$ cat src/rtl/stbs_pkg.sv
// shared types and constants for the sorted table search block
package stbs_pkg;

    // fixed field widths
    localparam int VALUE_WIDTH = 32;
    localparam int INDEX_W     = 10;
    localparam int LEN_W       = 11;
    localparam int POS_W       = 12;
    // internal search index: holds -2 .. 2048
    localparam int SIDX_W      = POS_W + 1;

    // opcodes
    localparam logic [1:0] OP_WRITE  = 2'd0;
    localparam logic [1:0] OP_EXACT  = 2'd1;
    localparam logic [1:0] OP_INSERT = 2'd2;
    localparam logic [1:0] OP_RANGE  = 2'd3;

    // markers for "no position" and "no border"
    localparam logic signed [SIDX_W-1:0] POS_NONE    = -13'sd1;
    localparam logic signed [SIDX_W-1:0] BORDER_NONE = -13'sd2;

    typedef struct packed {
        logic        [1:0]             opcode;
        logic        [INDEX_W-1:0]     entry_index;
        logic signed [VALUE_WIDTH-1:0] value;
    } t_in_item;

    typedef struct packed {
        logic                    found;
        logic signed [POS_W-1:0] first_position;
        logic signed [POS_W-1:0] last_position;
    } t_out_item;

    // controller to datapath
    typedef struct packed {
        logic load_query;
        logic write_entry;
        logic issue_read;
        logic compare;
        logic next_pass;
        logic load_out;
    } t_cmd;

    // datapath to controller
    typedef struct packed {
        logic lo_le_hi;
        logic is_range;
        logic pass;
        logic eq;
        logic out_free;
    } t_stat;

endpackage

$ cat src/rtl/stbs_ctrl.sv
// search sequencer: accepts items and steps the bisection probes
module stbs_ctrl
    import stbs_pkg::*;
(
    input  logic       i_clk,
    input  logic       i_rst_n,
    input  logic       i_in_valid,
    input  logic [1:0] i_opcode,
    output logic       o_in_ready,
    output t_cmd       o_cmd,
    input  t_stat      i_stat
);

    typedef enum logic [3:0] {
        S_IDLE   = 4'b0001,
        S_TEST   = 4'b0010,
        S_CMP    = 4'b0100,
        S_FINISH = 4'b1000
    } t_state;

    t_state r_state, n_state;

    // state register
    always_ff @(posedge i_clk) begin
        if (!i_rst_n) begin
            r_state <= S_IDLE;
        end else begin
            r_state <= n_state;
        end
    end

    // next state and commands
    always_comb begin
        n_state = r_state;
        o_cmd   = '0;
        unique case (r_state)
            S_IDLE: begin
                if (i_in_valid) begin
                    if (i_opcode == OP_WRITE) begin
                        o_cmd.write_entry = 1'b1;
                    end else begin
                        o_cmd.load_query = 1'b1;
                        n_state          = S_TEST;
                    end
                end
            end
            S_TEST: begin
                if (i_stat.lo_le_hi) begin
                    o_cmd.issue_read = 1'b1;
                    n_state          = S_CMP;
                end else if (i_stat.is_range && !i_stat.pass) begin
                    o_cmd.next_pass = 1'b1;
                end else begin
                    n_state = S_FINISH;
                end
            end
            S_CMP: begin
                o_cmd.compare = 1'b1;
                if (!i_stat.is_range && i_stat.eq) begin
                    n_state = S_FINISH;
                end else begin
                    n_state = S_TEST;
                end
            end
            S_FINISH: begin
                if (i_stat.out_free) begin
                    o_cmd.load_out = 1'b1;
                    n_state        = S_IDLE;
                end
            end
            default: begin
                n_state = S_IDLE;
            end
        endcase
    end

    assign o_in_ready = (r_state == S_IDLE);

endmodule

$ cat config.mk
export PLATFORM = sky130hd
export DESIGN_NAME = stbs_ctrl
export DESIGN_NICKNAME = d
export VERILOG_FILES = /design/src/rtl/stbs_pkg.sv /design/src/rtl/stbs_ctrl.sv
export SDC_FILE = /design/constraint.sdc
export NUM_CORES = 1
export LEC_CHECK = 0
export BUFFER_PORTS_ARGS = -buffer_cell sky130_fd_sc_hd__buf_2
export CAP_MARGIN = 20
export CORE_AREA = 2 2 39 41
export CTS_BUF_LIST = sky130_fd_sc_hd__clkbuf_16
export CTS_CLUSTER_SIZE = 24
export DETAILED_ROUTE_END_ITERATION = 8
export DIE_AREA = 0 0 41 43
export SKIP_LAST_GASP = 1
export SYNTH_ARGS = -nofsm -noshare
export SYNTH_HDL_FRONTEND = slang
export SYNTH_SLANG_ARGS = --single-unit
$ cat constraint.sdc
create_clock -name i_clk -period 2.2 [get_ports i_clk]
set_clock_uncertainty 0.2 [all_clocks]
set_input_delay 0.44 -clock i_clk [delete_from_list [all_inputs] [get_ports i_clk]]
set_output_delay 0.44 -clock i_clk [all_outputs]
set_load 0.05 [all_outputs]
# Yosys cells after proc, flatten, opt, wreduce, memory -nomap -nowiden
# Index checks and enable logic that the tools add are counted.
[op_classes]
eq_ne = 8
reduce_logical = 6
muxes = 19
[ops]
columns = ["cell", "count"]
rows = [
  ["4-bit 2-to-1 mux", 6],
  ["4-bit one-hot mux with 4 select lines", 1],
  ["1-bit 2-to-1 mux", 10],
  ["2-bit inequality test (second input constant)", 3],
  ["4-bit by 1-bit equality test with 1-bit output (second input constant)", 1],
  ["4-bit by 2-bit equality test with 1-bit output (second input constant)", 1],
  ["4-bit by 3-bit equality test with 1-bit output (second input constant)", 1],
  ["4-bit equality test (second input constant)", 1],
  ["2-bit 2-to-1 mux", 2],
  ["4-bit AND reduction", 1],
  ["3-bit inequality test (second input constant)", 1],
  ["1-bit logical AND", 2],
  ["1-bit logical NOT", 2],
  ["2-bit logical NOT", 1],
]
[word_totals]
out_inout_bits = 7
in_bits = 10
register_bits = 4

# Logic depth before layout (Yosys ltp)
[depth]
depth_word = 5
mapped_depth = 4

# Worst setup path after synthesis
# No wires, ideal clock.
[synth_path]
kind = "reg2out"
startpoint = "reg r_state[1]"
endpoint = "out o_cmd[4] (netlist name)"
required_ns = 1.560
path_buffers = 0
path_stages_with_launch = 4
t_arrival_ns = 2.878
path_slack_ns = -1.318
path_cell_list = "dfxtp_1 nor4b_2 nand2_1 nor3_1"
[synth_lines]
columns = ["element", "line_no", "text"]
rows = [
  ["from (decl)", "stbs_ctrl.sv:21", "t_state r_state, n_state;"],
  ["from (signal assigned)", "stbs_ctrl.sv:28", "r_state <= n_state;"],
  ["to (decl)", "stbs_ctrl.sv:10", "output t_cmd o_cmd,"],
]

==> summary.md <==
| Metric | Value |
|---|---|
| Layout fillers | around 130 |
| Die area | between 0.0015 and 0.002 mm2 |
| CP cell instances | or4b_4 -> nor2_2 -> buf_2 |
| Peak VDD IR | about 0.54 mV |
| Largest cells by area after synthesis | dfxtp_1 (25%), nor4b_2 (9.4%), o2bb2ai_4 (8.6%) |
| Async set-reset flop share out of synthesis | 0 |
| Clock tree buffer depth | 2 |
| Gate Count Post-Synth | 32 |
| Hold crit path type | input pin to register |
| Number of flops mapped to enable cells by yosys | 0 |
| Reg with most FFs | r_state |
| WL met1 | between 300 and 400 um |
| Buf/Inv on CP | 1 |
| Num ports | 17 |
| Ys Warns | 0 |
| Worst slew pin tran | 0.446 ns |
| DRT antenna net count | 0 |
| Layout cells sized above 1 | 0.698 |
| Area leader, netlist | dfxtp_1 |
| Area growth, synth to finish | 74.6% |
| CP max FO | 6 |
| Row cnt | 14 |
| Multi-input logic area | 270 um2 |
| Max reg flops | 4 |
| Top Layer Used | met4 |
| Placed inst area | roughly 470 um2 |
| Sequential cell area | 85.1 um2 |
| Post-synth cell types | 21 |
| Synthesized area | between 300 and 400 um2 |
| Status | finished, final reports clean |
| Initial Utilization | 0.231 |
| Worst relative slew slack | 0.702 |
| Final Cell Area | roughly 560 um2 |
| Core Region | ~0.0014 mm2 |
| Critical path data required time | between 1.5 and 2 ns |
| Setup CP Type | register to output pin |
| Avg Cell Area, Syn | approximately 10 um2 |
| Nets | 65 |
| R2R Setup Slk | about 0.50 ns |
| ANT cells | 0 |
| Fmax | about 0.47 GHz |
| Leak | 0.243 nW |
| Largest net degree at the start of global routing | 7 |
| Vias post-DR | ~330 |
| H-tree depth | 1 |
| # DRC | 0 |
| Fin. Hold Viols | 0 |
| Max Slew Vio Count | 0 |
| Setup bufs post-CTS | 0 |
| Vias in the first global route | 307 |
| Met2 wire length | between 300 and 400 um |
| Top cells by instance count after synthesis | dfxtp_1 (4), nor2_1 (4), inv_1 (3) |
| WP depth | 3 |
| PwrDens | ~1500 mW/mm2 |
| Syn_nets | 42 |
| WL/cell | 11.3 um |
| Final Wtd Congestion | roughly 0.69 |
| First-pass GRT wire length | about 1100 um |
| Root Buffer | clkbuf_16 |
| Slowest cell on crit path | or4b_4 |
| Iteration-0 DRC Markers | 1 |
| WHS | 0.284 ns |
| Max-cap violations | 0 |
| Total global routing track utilization | 0.0970 |
| Post-synth top flop | dfxtp_1 |
| Port bufs | 16 |
| Number of buffers created by CTS | 3 |
| Chip width | roughly 41 um |
| Fin crit share | 0.975 |
| Final Power | ~0.82 mW |
| Post-synthesis register bit count | 4 |
| Critical path's top delay family | simple AND/OR/NAND/NOR gates |
| TritonRoute pass-1 iters | 2 |
| Register-to-Register Path Depth | 5 |
| CTS tree | yes |
| Top cell type's share of synthesized area | 0.250 |
| Gr ovfl total | 0 |
| CP startpoint kind | register |
| Die height | about 43 um |
| Routed vias/inst | about 4.8 |
| Initial antenna violation count | 0 |
| WL met3 | around 51 um |
| Minimum clock period | between 2 and 2.5 ns |
| Wirelength, routed | 783 um |
| Clk_lat worst skew | around 0.23 ns |
| Post-detail-place hpwl | 635 um |
| Reg clk slew, reported paths | 0.03 ns |
| Min-Delay Path Depth | 2 |
| Final setup violation count | 0 |
| Clock Sinks | 4 |
| Seq/Total Area, Yosys | 0.250 |
| Critical Path End Type | output pin |
| Largest regs | r_state (4) |
| Critical Path Max Stage Delay | 0.52 ns |
| Arr. time, crit path | 1.51 ns |
| Unrepaired setup endpoints after global routing | true |
## per-stage QoR
step                utilization  instances  setup WS (ns)  TNS (ns)
floorplan                     -         32         -0.462    -0.595
global placement          0.341         66          0.213         0
detailed placement        0.341         66          0.198         0
CTS                       0.398         69         0.0184         0
global route              0.404         69       -0.00536  -0.00536
finish                    0.404         69         0.0550         0
## worst reg2reg max path: cells and delay by family, from the launching register on
kind	cells	cell delay, ns
buffers and inverters	1	0.17
DFF	1	0.35
and+or+nand+nor	3	0.66
AOI/OAI and AO/OA	1	0.21
## timing repair
| action | 4_1_cts | 5_1_grt |
|---|---|---|
| pin swaps | 0 | 0 |
| resized for setup | 2 | 1 |
| setup endpoints to repair | 2 | 1 |
| hold buffers | 0 | 0 |
## power breakdown
| group | leakage, nW | switching (mW) | internal, mW |
|---|---|---|---|
| clock | 0.0370 | 0.0511 | 0.232 |
| combinational | 0.173 | 0.216 | 0.165 |
| sequential | 0.0338 | 0.0531 | 0.104 |
## metal layers
layer	track usage	up-vias
li1	-	165
met3	0.0314	2
met1	0.102	153
met4	0.0600	0
met5	0	-
met2	0.156	11
## final timing paths
kind,start,to
worst max-delay path,r_state[3],o_cmd[0]
worst min-delay path,i_rst_n,r_state[3]
worst max register to register,r_state[2],r_state[3]
worst min register to register,r_state[3],r_state[3]
## cells by family (layout without fill, tap and decap cells)
group,Yosys count,after routing,share of synthesized area
buffers and inverters,3,24,0.0352
XOR/XNOR,1,1,0.0273
AND/OR/NAND/NOR,17,17,0.438
AO/OA/AOI/OAI,7,7,0.250
flip-flops,4,4,0.250
## cell type report
cell class,count,area share
Inverter,3,0.0201
Timing Repair Buffer,18,0.174
Clock buffer,3,0.134
Tap cell,16,0.0358
Sequential cell,4,0.152
Multi-Input combinational cell,25,0.483
## placed cells by master, fill, tap and decap left out
master and count:
buf_2 15, dfxtp_2 4, nor4b_4 3, inv_1 3, clkbuf_16 3, buf_4 3
nor2_2 2, nor2_1 2, nor4b_2 1, and2_1 1, nand2_2 1, nor3_2 1
or4b_4 1, nor2_4 1, o21ai_0 1, o2bb2ai_4 1, a32o_1 1, o221a_1 1
xnor2_1 1, nor3_1 1, a21boi_0 1, o41ai_1 1, and3_1 1, nand2_1 1
a2111oi_1 1, nor3b_2 1
No activity file was read; power rests on OpenSTA's default activity.
